[src/rtl/core/bdd_pkg.sv]
package bdd_pkg;

  // Defaults and fixed field widths
  localparam int TIME_BITS_DEF = 32;
  localparam int NOW_W         = 32;
  localparam int LIMIT_W       = 16;
  localparam int CFG_IDX_W     = 2;
  localparam int CFG_DATA_W    = 16;
  localparam int S_TDATA_W     = 40;
  localparam int M_TDATA_W     = 8;

  localparam logic               PRESS_LEVEL_RST = 1'b0;
  localparam logic [LIMIT_W-1:0] SETTLE_MS_RST   = 16'd20;
  localparam logic [LIMIT_W-1:0] HOLD_MS_RST     = 16'd1000;

  typedef enum logic [1:0] {
    PH_RELEASED        = 2'd0,
    PH_CONFIRM_PRESS   = 2'd1,
    PH_PRESSED         = 2'd2,
    PH_CONFIRM_RELEASE = 2'd3
  } phase_t;

  typedef enum logic [2:0] {
    EV_NONE    = 3'd0,
    EV_PRESS   = 3'd1,
    EV_RELEASE = 3'd2,
    EV_CLICK   = 3'd3,
    EV_LONG    = 3'd4
  } evt_code_t;

  typedef enum logic [CFG_IDX_W-1:0] {
    CFG_PRESS_LEVEL = 2'd0,
    CFG_SETTLE_MS   = 2'd1,
    CFG_HOLD_MS     = 2'd2
  } cfg_idx_t;

  typedef struct packed {
    logic      press_seen;
    logic      release_seen;
    logic      click_seen;
    logic      long_seen;
    evt_code_t event_code;
  } bdd_evt_t;

endpackage

[src/rtl/core/bdd_core.sv]
module bdd_core #(
  parameter int TIME_BITS = bdd_pkg::TIME_BITS_DEF
) (
  input  logic                         clk,
  input  logic                         rst,
  input  logic                         step,
  input  logic                         pin_level,
  input  logic [bdd_pkg::NOW_W-1:0]    now_ms,
  input  logic                         press_level,
  input  logic [bdd_pkg::LIMIT_W-1:0]  settle_ms,
  input  logic [bdd_pkg::LIMIT_W-1:0]  hold_ms,
  output bdd_pkg::bdd_evt_t            evt
);
  import bdd_pkg::*;

  phase_t               phase, phase_next;
  logic [TIME_BITS-1:0] edge_time, edge_time_next;
  logic [TIME_BITS-1:0] press_begin_time, press_begin_time_next;
  logic                 long_fired, long_fired_next;

  logic [TIME_BITS-1:0] now_t;
  logic [TIME_BITS-1:0] el_edge;
  logic [TIME_BITS-1:0] el_press;
  logic                 raw;
  logic                 deb_met;
  logic                 long_met;

  // Keep the low TIME_BITS of the time stamp, zero-extend if wider
  if (TIME_BITS <= NOW_W) begin : g_trunc
    assign now_t = now_ms[TIME_BITS-1:0];
  end else begin : g_ext
    assign now_t = {{(TIME_BITS - NOW_W){1'b0}}, now_ms};
  end

  assign raw      = (pin_level == press_level);
  assign el_edge  = now_t - edge_time;
  assign el_press = now_t - press_begin_time;
  assign deb_met  = (el_edge >= TIME_BITS'(settle_ms));
  assign long_met = (el_press >= TIME_BITS'(hold_ms));

  always_comb begin
    phase_next            = phase;
    edge_time_next        = edge_time;
    press_begin_time_next = press_begin_time;
    long_fired_next       = long_fired;
    evt.press_seen        = 1'b0;
    evt.release_seen      = 1'b0;
    evt.click_seen        = 1'b0;
    evt.long_seen         = 1'b0;

    unique case (phase)
      PH_RELEASED: begin
        if (raw) begin
          phase_next     = PH_CONFIRM_PRESS;
          edge_time_next = now_t;
        end
      end
      PH_CONFIRM_PRESS: begin
        if (!raw) begin
          phase_next = PH_RELEASED;
        end else if (deb_met) begin
          phase_next            = PH_PRESSED;
          press_begin_time_next = now_t;
          long_fired_next       = 1'b0;
          evt.press_seen        = 1'b1;
        end
      end
      PH_PRESSED: begin
        if (!raw) begin
          phase_next     = PH_CONFIRM_RELEASE;
          edge_time_next = now_t;
        end else if (!long_fired && long_met) begin
          long_fired_next = 1'b1;
          evt.long_seen   = 1'b1;
        end
      end
      PH_CONFIRM_RELEASE: begin
        if (raw) begin
          phase_next = PH_PRESSED;
        end else if (deb_met) begin
          phase_next       = PH_RELEASED;
          evt.release_seen = 1'b1;
          evt.click_seen   = !long_fired;
        end
      end
    endcase

    priority if (evt.press_seen)   evt.event_code = EV_PRESS;
    else if (evt.release_seen)     evt.event_code = EV_RELEASE;
    else if (evt.click_seen)       evt.event_code = EV_CLICK;
    else if (evt.long_seen)        evt.event_code = EV_LONG;
    else                           evt.event_code = EV_NONE;
  end

  always_ff @(posedge clk) begin
    if (rst) begin
      phase            <= PH_RELEASED;
      edge_time        <= '0;
      press_begin_time <= '0;
      long_fired       <= 1'b0;
    end else if (step) begin
      phase            <= phase_next;
      edge_time        <= edge_time_next;
      press_begin_time <= press_begin_time_next;
      long_fired       <= long_fired_next;
    end
  end

endmodule

[src/rtl/core/button_debounce_event_detector.sv]
// Channel  Dir  Handshake            Payload
// -------  ---  -------------------  -----------------------------------------
// s_*      in   s_tvalid / s_tready  pin sample + ms time stamp (s_tdata)
// m_*      out  m_tvalid / m_tready  press/release/click/long flags + code
// cfg_*    in   cfg_we               register index + write data, no wait
//
// One item per clock while m_tready stays high; the result is offered after its item
// passes the input register, then the debounce state update into the result register.
// Reset clears the debounce machine to released, the time marks to zero and the
// registers to level 0, 20 ms debounce, 1000 ms long press.
// When m_tready is low the result register holds; one more item waits in the
// input register, and s_tready drops only when both are full.
module button_debounce_event_detector #(
  parameter int TIME_BITS = bdd_pkg::TIME_BITS_DEF
) (
  input  logic                            clk,
  input  logic                            rst,
  input  logic                            cfg_we,
  input  logic [bdd_pkg::CFG_IDX_W-1:0]   cfg_index,
  input  logic [bdd_pkg::CFG_DATA_W-1:0]  cfg_data,
  input  logic                            s_tvalid,
  output logic                            s_tready,
  // s_tdata: [0] pin_level, [32:1] now_ms, [39:33] zero
  input  logic [bdd_pkg::S_TDATA_W-1:0]   s_tdata,
  output logic                            m_tvalid,
  input  logic                            m_tready,
  // m_tdata: [0] press_seen, [1] release_seen, [2] click_seen, [3] long_seen,
  //          [6:4] event_code, [7] zero
  output logic [bdd_pkg::M_TDATA_W-1:0]   m_tdata
);
  import bdd_pkg::*;

  // Configuration registers
  logic               press_level;
  logic [LIMIT_W-1:0] settle_ms;
  logic [LIMIT_W-1:0] hold_ms;

  // Input register
  logic             s1_valid;
  logic             s1_pin;
  logic [NOW_W-1:0] s1_now;
  logic             s1_adv;
  logic             s_accept;

  // Result register
  bdd_evt_t evt;
  bdd_evt_t m_evt;

  // Register writes; an unknown index is dropped
  always_ff @(posedge clk) begin
    if (rst) begin
      press_level <= PRESS_LEVEL_RST;
      settle_ms   <= SETTLE_MS_RST;
      hold_ms     <= HOLD_MS_RST;
    end else if (cfg_we) begin
      unique case (cfg_index)
        CFG_PRESS_LEVEL: press_level <= cfg_data[0];
        CFG_SETTLE_MS:   settle_ms   <= cfg_data[LIMIT_W-1:0];
        CFG_HOLD_MS:     hold_ms     <= cfg_data[LIMIT_W-1:0];
        default: ;
      endcase
    end
  end

  // Advance the sample into the result register whenever that slot is free
  // or being emptied; the debounce state updates on the same edge.
  assign s1_adv   = s1_valid && (!m_tvalid || m_tready);
  assign s_tready = !s1_valid || s1_adv;
  assign s_accept = s_tvalid && s_tready;

  always_ff @(posedge clk) begin
    if (rst) begin
      s1_valid <= 1'b0;
    end else if (s_accept) begin
      s1_valid <= 1'b1;
    end else if (s1_adv) begin
      s1_valid <= 1'b0;
    end
  end

  always_ff @(posedge clk) begin
    if (s_accept) begin
      s1_pin <= s_tdata[0];
      s1_now <= s_tdata[NOW_W:1];
    end
  end

  bdd_core #(
    .TIME_BITS (TIME_BITS)
  ) u_core (
    .clk         (clk),
    .rst         (rst),
    .step        (s1_adv),
    .pin_level   (s1_pin),
    .now_ms      (s1_now),
    .press_level (press_level),
    .settle_ms   (settle_ms),
    .hold_ms     (hold_ms),
    .evt         (evt)
  );

  always_ff @(posedge clk) begin
    if (rst) begin
      m_tvalid <= 1'b0;
    end else if (s1_adv) begin
      m_tvalid <= 1'b1;
    end else if (m_tready) begin
      m_tvalid <= 1'b0;
    end
  end

  always_ff @(posedge clk) begin
    if (s1_adv) begin
      m_evt <= evt;
    end
  end

  assign m_tdata = {1'b0, m_evt.event_code, m_evt.long_seen, m_evt.click_seen,
                    m_evt.release_seen, m_evt.press_seen};

  // A click only ever comes with its release
  a_click_with_release: assert property (@(posedge clk) disable iff (rst)
    (m_tvalid && m_evt.click_seen) |-> m_evt.release_seen)
    else $error("click without release");

  // The code follows the flags by priority
  a_code_press: assert property (@(posedge clk) disable iff (rst)
    (m_tvalid && m_evt.press_seen) |-> (m_evt.event_code == EV_PRESS))
    else $error("press flag without press code");

  // Long press fires only inside the pressed phase, never with an edge event
  a_long_alone: assert property (@(posedge clk) disable iff (rst)
    (m_tvalid && m_evt.long_seen) |-> (!m_evt.press_seen && !m_evt.release_seen))
    else $error("long press together with press or release");

  // A waiting sample is not lost while the result side stalls
  a_s1_hold: assert property (@(posedge clk) disable iff (rst)
    (s1_valid && !s1_adv) |=> s1_valid)
    else $error("input register dropped a waiting item");

endmodule

[config.mk]
export PLATFORM = sky130hd
export DESIGN_NAME = button_debounce_event_detector
export DESIGN_NICKNAME = d
export VERILOG_FILES = /design/src/rtl/core/bdd_pkg.sv /design/src/rtl/core/bdd_core.sv /design/src/rtl/core/button_debounce_event_detector.sv
export SDC_FILE = /design/constraint.sdc
export NUM_CORES = 1
export LEC_CHECK = 0
export CELL_PAD_IN_SITES_DETAIL_PLACEMENT = 1
export CELL_PAD_IN_SITES_GLOBAL_PLACEMENT = 2
export CORE_UTILIZATION = 43
export CTS_BUF_LIST = sky130_fd_sc_hd__clkbuf_8
export DETAILED_ROUTE_END_ITERATION = 10
export DONT_BUFFER_PORTS = 1
export HOLD_SLACK_MARGIN = 0.03
export PLACE_DENSITY = 0.91
export SYNTH_ARGS = -nofsm -noshare
export SYNTH_HDL_FRONTEND = slang
export SYNTH_SLANG_ARGS = --single-unit
[constraint.sdc]
create_clock -name clk -period 12.29 [get_ports clk]
set_clock_uncertainty 0.05 [all_clocks]
set_input_delay 0.6145 -clock clk [delete_from_list [all_inputs] [get_ports clk]]
set_output_delay 0.6145 -clock clk [all_outputs]
set_load 0.01 [all_outputs]
---- Yosys cells after proc, flatten, opt, wreduce, memory -nomap -nowiden ----
Index checks and enable logic that the tools add are counted.
operators by class
  magnitude comparators ................... 2
  add/subtract/negate cells ............... 2
  mux-type cells .......................... 31
  reduce and logical (&&, ||, !) cells .... 22
  eq/ne operators ......................... 14
operators by type and width
  operator              count
  $ge A32 B16 Y1        2
  $mux W32              2
  $pmux W32 S2          1
  $sub A32 B32 Y32      2
  $mux W2               11
  $mux W1               14
  $ne A2 B1 Y1 const B  5
  $pmux W2 S4           1
  $reduce_and A4 Y1     2
  $reduce_bool A2 Y1    4
  $eq A2 B2 Y1 const B  3
  $reduce_and A2 Y1     3
  $reduce_and A6 Y1     1
  $reduce_and A5 Y1     1
  $eq A2 B1 Y1 const B  2
  $logic_not A2 Y1      2
  $logic_and A1 B1 Y1   3
  $logic_not A1 Y1      3
  $mux W3               1
  $ne A3 B1 Y1 const B  1
  $ne A3 B3 Y1 const B  1
  $reduce_or A3 Y1      1
  $logic_or A1 B1 Y1    2
  $ne A2 B2 Y1 const B  1
  other kinds (2)       2
storage, ports and cells
  output and inout bits ................... 10
  bits in registers ....................... 142
  word-level logic and storage cells ...... 88

---- Longest topological paths before layout ----
Gate-level depths: netlist of the first run.
  depth after elaboration ................. 9
  depth in mapped cells ................... 22

---- Hierarchy ----
From an unflattened synthesis of the first run, not the netlist that was laid out.
second synthesis, totals
  cells, all modules ...................... 1229
  area total of the unflattened synthesis .. 10148.5 sq um
by module, submodules not included
  module                          times used  cells an instance  area an instance (sq um)  sequential area each (sq um)
  bdd_core                        1           1040               7449.6                    1341.3
  button_debounce_event_detector  1           189                2698.8                    1901.8

---- Worst setup path before layout of the first run ----
Ideal clock, no wire load.
  path kind ............................... reg2reg
  from .................................... reg s1_now[0]
  to ...................................... reg with a tool-made name
  path buffers ............................ 1
  data arrival time ....................... 4.515 ns
  clock period less this slack ............ 4.679 ns
  path slack .............................. 7.611 ns
  cell stages (with the launch flop) ...... 21
  required time ........................... 12.125 ns
  cell sequence ........................... edfxtp_1 inv_1 ha_1 fa_1 and2b_2 o2111ai_4 a2111oi_0 nor2_1 nand2_1 xor2_1 ha_1 a21o_1 a221oi_1 nand4_1 or4_4 a2111oi_2 and4_1 buf_4 a21boi_2 and3_1 o21a_1
RTL lines
  item                    line                                  text
  from (decl)             button_debounce_event_detector.sv:41  logic [NOW_W-1:0] s1_now;
  from (signal assigned)  button_debounce_event_detector.sv:84  s1_now <= s_tdata[NOW_W:1];

---- Final worst setup path of the first run ----
  from .................................... reg s1_now[1]
  to ...................................... reg u_core.press_begin_time[27]
between the ends
  longest elaborated chain between the ends .. 3
ends and longest elaborated chain
  item                         line             text
  $sub A32 B32 Y32             bdd_core.sv:36   assign el_edge = now_t - edge_time;
  $ge A32 B16 Y1               bdd_core.sv:38   assign deb_met = (el_edge >= TIME_BITS'(settle_ms));
  $reduce_and A4 Y1 (no line)  --
  to (signal assigned)         bdd_core.sv:104  press_begin_time <= press_begin_time_next;
  to (decl)                    bdd_core.sv:18   logic [TIME_BITS-1:0] press_begin_time, press_begin_time_next;
No other way between the ends.
A chain may end at the register's enable or synchronous reset.

==> out/summary.txt, run 1 <==
CP Class: reg2reg
Hpwl dp: 21.4 mm
Worst Tran Pin Value: 0.976 ns
Synth area leaders: dfxtp_1, ha_1, edfxtp_1
Die Height: 153 um
DRT iter0 DRCs: 384
GRT overflow: 0
Via count of the first global-routing pass: 8495
MaxCap Viol Count: 0
Number of synthesized flops with an enable pin: 40
H-tree depth: 4
Crit path buf inv count: 2
Final period utilization: 0.472
Worst Setup End Kind: register
Worst-skew pair later-pin latency: 0.47 ns
LEAKAGE: 3.77 nW
Vias: 8424
Initial antenna violation count: 0
Fin. max-slew vios: 0
Register bit total from synthesis: 142
Tot GR Track Use: 0.246
Register area share after synthesis: 0.332
Rel. slew slack: 0.349
Final Hold Violating Endpoints: 0
Fmax: 172 MHz
CTS sink cnt: 142
Setup TNS: 0 ns
Postcts setup bufs: 0
Core region area: 0.0220 mm^2
Commonest cells in the netlist: nand2_1, a21oi_1, inv_1
CTS resizes: 0
Violated checks: DRC
Placed standard-cell area: 0.00994 mm^2
First-pass GRT wire length: 45.0 mm
Crit path max fanout: 32
Post-layout min period: 5.80 ns
Residual DRC: 2
Status: complete, but fails checks
Most frequent CP cell: nor2_1
Slowest cell on crit path: a2111oi_0
Maximum VDD drop: 0.0000647 V
Die Width: 153 um
Final worst slack: 6.49 ns
Clock Path Buffers: 2
Vias/cell: 5.72
Yosys top cell area share: 0.209
Root Driver: clkbuf_8
DRT antenna net count: 0
Total routed wirelength: 27.5 mm
Placer Congestion: 0.888
First-pass DRT Iterations: 8
Hold WS: 0.159 ns
CP max stage delay: 0.70 ns
TritonCTS clock tree: yes
CTS buffer count: 17
Final nets: 1342
Fin area: 0.0104 mm^2
Endpoints failing setup: 0
Post-synth ARST share: 0
Hold_buf cts: 0
Min-Delay Path Class: in2reg
Die ar.: 0.0233 mm^2
Most frequent cell after synthesis: nand2_1
Synth Instances: 1204
# diodes: 0
Fraction of layout cells with a size suffix above 1: 0.0445
Mapped Nets: 1367
Delay-heaviest family, CP: simple AND/OR/NAND/NOR gates
Largest area contributor in the netlist: dfxtp_1
Synthesized area per cell: 8.12 um^2
Starting Density: 0.444
Pre-CTS WS: 6.50 ns
RSZ-0062 raised after global routing: false
Critical Path AT: 6.10 ns
CP Cell Sequence: inv_1 -> fa_1 -> and2b_2 -> o2111ai_4 -> a2111oi_0 -> nor2_1 -> nand2_1 -> xor2_1 -> ha_1 -> a21o_1 -> a221oi_1 -> nand4_1 -> or4_4 -> a2111oi_2 -> and4_1 -> nor3b_4 -> buf_4 -> mux2i_1 -> nor2_1
Worst setup SP type: register
Synth cell types: 80
Area Growth Syn to Fin: 5.94%
Cell Rows: 54
Mapped Area: 0.00977 mm^2
Main synth FF type: dfxtp_1
CP required: 12.59 ns
PD cells: 114 mW/mm^2
YS warnings: 0
Ports: 73
Clock-pin transition on the worst setup and hold timing paths: 0.09 ns
Largest net degree at the start of global routing: 95
I/O Buffers: 0
Drt wl/cell: 18.7 um
Util after Layout: 0.470
## placed cells by master, fill, tap and decap left out, types with 14 or more instances in the layout
master	count
nand2_1	193
a21oi_1	143
inv_1	113
dfxtp_1	102
ha_1	98
nor2_1	89
edfxtp_1	40
mux2i_1	38
o21ai_0	36
xnor2_1	25
nand4_1	23
a21o_1	22
nor3_1	18
clkbuf_8	18
a211oi_1	17
xor2_1	16
nor2b_1	14
## flip-flops by register name (all words and copies together), names as in the netlist, named ones only
register / flops
s1_now: 32
u_core.edge_time: 32
u_core.press_begin_time: 32
hold_ms: 16
settle_ms: 16
m_tdata: 7
m_tvalid: 1
press_level: 1
s1_pin: 1
s1_valid: 1
u_core.long_fired: 1
u_core.phase: 1
## logic make-up after synthesis
logic type	share of synthesized area
AOI/OAI and AO/OA	0.206
xor gates and xnor gates	0.0384
adders and majority gates	0.130
buffers and inverters	0.0664
DFF	0.332
muxes	0.0401
other	0.000384
and+or+nand+nor	0.188
## layer usage
metal | track usage | up-vias | wire length, um
met3 | 0.0336 | 24 | 800
met1 | 0.326 | 4104 | 13200
met2 | 0.416 | 127 | 13100
met5 | 0 | - | 0
met4 | 0.0702 | 0 | 364
li1 | - | 4169 | -
## area by class of cell
class                      instances  area (um^2)
fill                            2691        11700
timing repair buffer               4         30.0
sequential                       142         3240
tap                              280          350
clock buffer                      18          248
multi-input combinational        901         5890
clock inverter                    14          166
inverter                         113          424
## through the flow
step,instances,total power [mW]
floorplan,1204,0.721
global placement,1440,0.776
detailed placement,1440,0.784
CTS,1472,1.19
global route,1472,1.25
finish,1472,1.18
## where the power goes
| group | leakage, nW | total (mW) | internal (mW) | switching, mW |
|---|---|---|---|---|
| registers | 1.22 | 0.517 | 0.499 | 0.0180 |
| clock network | 0.214 | 0.406 | 0.207 | 0.199 |
| logic | 2.34 | 0.257 | 0.101 | 0.156 |
## worst paths after layout
path         slack (ns)  cells past startpoint                                  endpoint                         startpoint
max                6.49                     19  u_core.press_begin_time[27]$_SDFFE_PP0P_                s1_now[1]$_DFFE_PP_
min                0.16                      1          u_core.edge_time[1]$_SDFFE_PP0P_                                rst
max reg2reg        6.49                     19  u_core.press_begin_time[27]$_SDFFE_PP0P_                s1_now[1]$_DFFE_PP_
min reg2reg        0.40                      2         u_core.edge_time[13]$_SDFFE_PP0P_  u_core.edge_time[13]$_SDFFE_PP0P_
No activity file was read; power rests on OpenSTA's default activity.
==> inputs of run 2 (changes only) <==
--- a/config.mk
+++ b/config.mk
@@ -7,12 +7,12 @@
 export LEC_CHECK = 0
 export CELL_PAD_IN_SITES_DETAIL_PLACEMENT = 1
 export CELL_PAD_IN_SITES_GLOBAL_PLACEMENT = 2
-export CORE_UTILIZATION = 43
+export CORE_UTILIZATION = 40
 export CTS_BUF_LIST = sky130_fd_sc_hd__clkbuf_8
 export DETAILED_ROUTE_END_ITERATION = 10
 export DONT_BUFFER_PORTS = 1
 export HOLD_SLACK_MARGIN = 0.03
-export PLACE_DENSITY = 0.91
+export PLACE_DENSITY = 0.85
 export SYNTH_ARGS = -nofsm -noshare
 export SYNTH_HDL_FRONTEND = slang
 export SYNTH_SLANG_ARGS = --single-unit
==> constraint.sdc (replaced) <==
create_clock -name clk -period 6 [get_ports clk]
set_clock_uncertainty 0.05 [all_clocks]
set_input_delay 0.3 -clock clk [delete_from_list [all_inputs] [get_ports clk]]
set_output_delay 0.3 -clock clk [all_outputs]
set_load 0.01 [all_outputs]
==> out/summary.txt, run 2 (synthesis gave the netlist of run 1 again) <==
Delay-heaviest family, CP: simple AND/OR/NAND/NOR gates
Placer Congestion: 0.893
TritonCTS clock tree: yes
Rel. slew slack: 0.326
Tot GR Track Use: 0.246
Initial antenna violation count: 0
Min-Delay Path Class: in2reg
Area Growth Syn to Fin: 12.2%
CP Cell Sequence: inv_1 -> fa_1 -> and2b_2 -> o2111ai_4 -> a2111oi_0 -> nor2_1 -> nand2_1 -> xor2_1 -> ha_1 -> a21o_1 -> a221oi_1 -> nand4_1 -> or4_4 -> a2111oi_2 -> and4_1 -> nor3b_4 -> buf_12 -> mux2i_1 -> nor2_1
Crit path max fanout: 23
Die ar.: 0.0251 mm^2
Cell Rows: 56
Total routed wirelength: 29.3 mm
MaxCap Viol Count: 0
CP max stage delay: 0.74 ns
Fraction of layout cells with a size suffix above 1: 0.0465
Biggest regs: s1_now x32, u_core.edge_time x32, u_core.press_begin_time x32
Die Height: 158 um
Fmax: 179 MHz
PD cells: 225 mW/mm^2
Final period utilization: 0.931
Clock Path Buffers: 2
Final Hold Violating Endpoints: 0
Core region area: 0.0237 mm^2
LEAKAGE: 4.01 nW
Crit path buf inv count: 2
First-pass DRT Iterations: 5
Post-layout min period: 5.59 ns
Ports: 73
RSZ-0062 raised after global routing: false
CP required: 6.29 ns
Maximum VDD drop: 0.000123 V
Layout Cells excl Fill: 1566
GRT overflow: 0
Placed insts: 1481
I/O Buffers: 0
Hold WS: 0.0706 ns
Drt wl/cell: 18.7 um
Vias/cell: 5.52
Worst setup SP type: register
CP Class: reg2reg
DRT iter0 DRCs: 481
CTS sink cnt: 142
Clock-pin transition on the worst setup and hold timing paths: 0.09 ns
Status: completed
Residual DRC: 0
Via count of the first global-routing pass: 8741
Worst-skew pair later-pin latency: 0.48 ns
Vias: 8652
Setup TNS: 0 ns
Worst Setup End Kind: register
Postcts setup bufs: 0
First-pass GRT wire length: 46.9 mm
Slowest cell on crit path: a2111oi_0
Most frequent cells in the layout: nand2_1, a21oi_1, inv_1
CTS buffer count: 17
Largest net degree at the start of global routing: 94
Fin. max-slew vios: 0
Final nets: 1397
DRT antenna net count: 0
Critical Path AT: 5.88 ns
Starting Density: 0.413
Most common cell after layout, fill and taps aside: nand2_1
Worst Tran Pin Value: 1.01 ns
# diodes: 0
Hpwl dp: 21.5 mm
Die Width: 158 um
Most frequent CP cell: nor2_1
Endpoints failing setup: 0
H-tree depth: 4
Root Driver: clkbuf_8
## run 2: cell types whose count changed in the layout (fill, tap and decap cells not counted), sizes merged
cell         delta
buf             +3
dlygate4sd3    +52
bufinv          -1
clkinvlp        +2
clkinv          -1
## run 2: power breakdown
group	internal, mW	switching, mW
clock	0.388	0.439
combinational	0.233	0.348
sequential	1.02	0.0381
total	1.64	0.825
## run 2: metrics by stage
| stage | worst slack [ns] | total power [mW] | util | cell area [um^2] |
|---|---|---|---|---|
| 2_1_floorplan | 1.32 | 1.48 | - | 9770 |
| 3_3_place_gp | 0.641 | 1.60 | 0.423 | 10000 |
| 3_5_place_dp | 0.478 | 1.61 | 0.423 | 10000 |
| 4_1_cts | 0.392 | 2.48 | 0.463 | 11000 |
| 5_1_grt | 0.0953 | 2.60 | 0.463 | 11000 |
| 6_report | 0.412 | 2.47 | 0.463 | 11000 |
## run 2: layout make-up
cell class	count	area, um^2
clock inverter	14	158
tap	319	399
fill	2914	12700
timing repair buffer	59	606
clock buffer	18	248
sequential	142	3240
multi-input combinational	901	5890
inverter	113	424
## run 2: worst paths after layout
| path | from | end | slack [ns] | depth (start not counted) |
|---|---|---|---|---|
| setup reg to reg | s1_now[1]$_DFFE_PP_ | u_core.press_begin_time[13]$_SDFFE_PP0P_ | 0.41 | 19 |
| setup / recovery | s1_now[1]$_DFFE_PP_ | u_core.press_begin_time[13]$_SDFFE_PP0P_ | 0.41 | 19 |
| hold reg to reg | u_core.edge_time[10]$_SDFFE_PP0P_ | u_core.edge_time[10]$_SDFFE_PP0P_ | 0.41 | 2 |
| hold / removal | cfg_index[0] | press_level$_SDFFE_PP0P_ | 0.07 | 3 |
## run 2: routing by layer
layer	wire [um]	part of all wire	global-route usage
met5	0	0	0
met2	13900	0.47	0.420
met3	678	0.023	0.0253
met4	527	0.018	0.0778
met1	14300	0.49	0.326
## run 2: repair_timing
action | CTS | global route
hold buffers | 53 | 0
hold endpoints to repair | 134 | 0
gates resized for setup | 0 | 0
## run 2: worst register-to-register path, stage by stage (launching register included)
cell	delay [ns]
edfxtp_1	0.49
inv_1	0.16
fa_1	0.49
and2b_2	0.28
o2111ai_4	0.14
a2111oi_0	0.74
nor2_1	0.16
nand2_1	0.12
xor2_1	0.16
ha_1	0.26
a21o_1	0.18
a221oi_1	0.30
nand4_1	0.18
or4_4	0.51
a2111oi_2	0.27
and4_1	0.35
nor3b_4	0.16
buf_12	0.22
mux2i_1	0.19
nor2_1	0.06
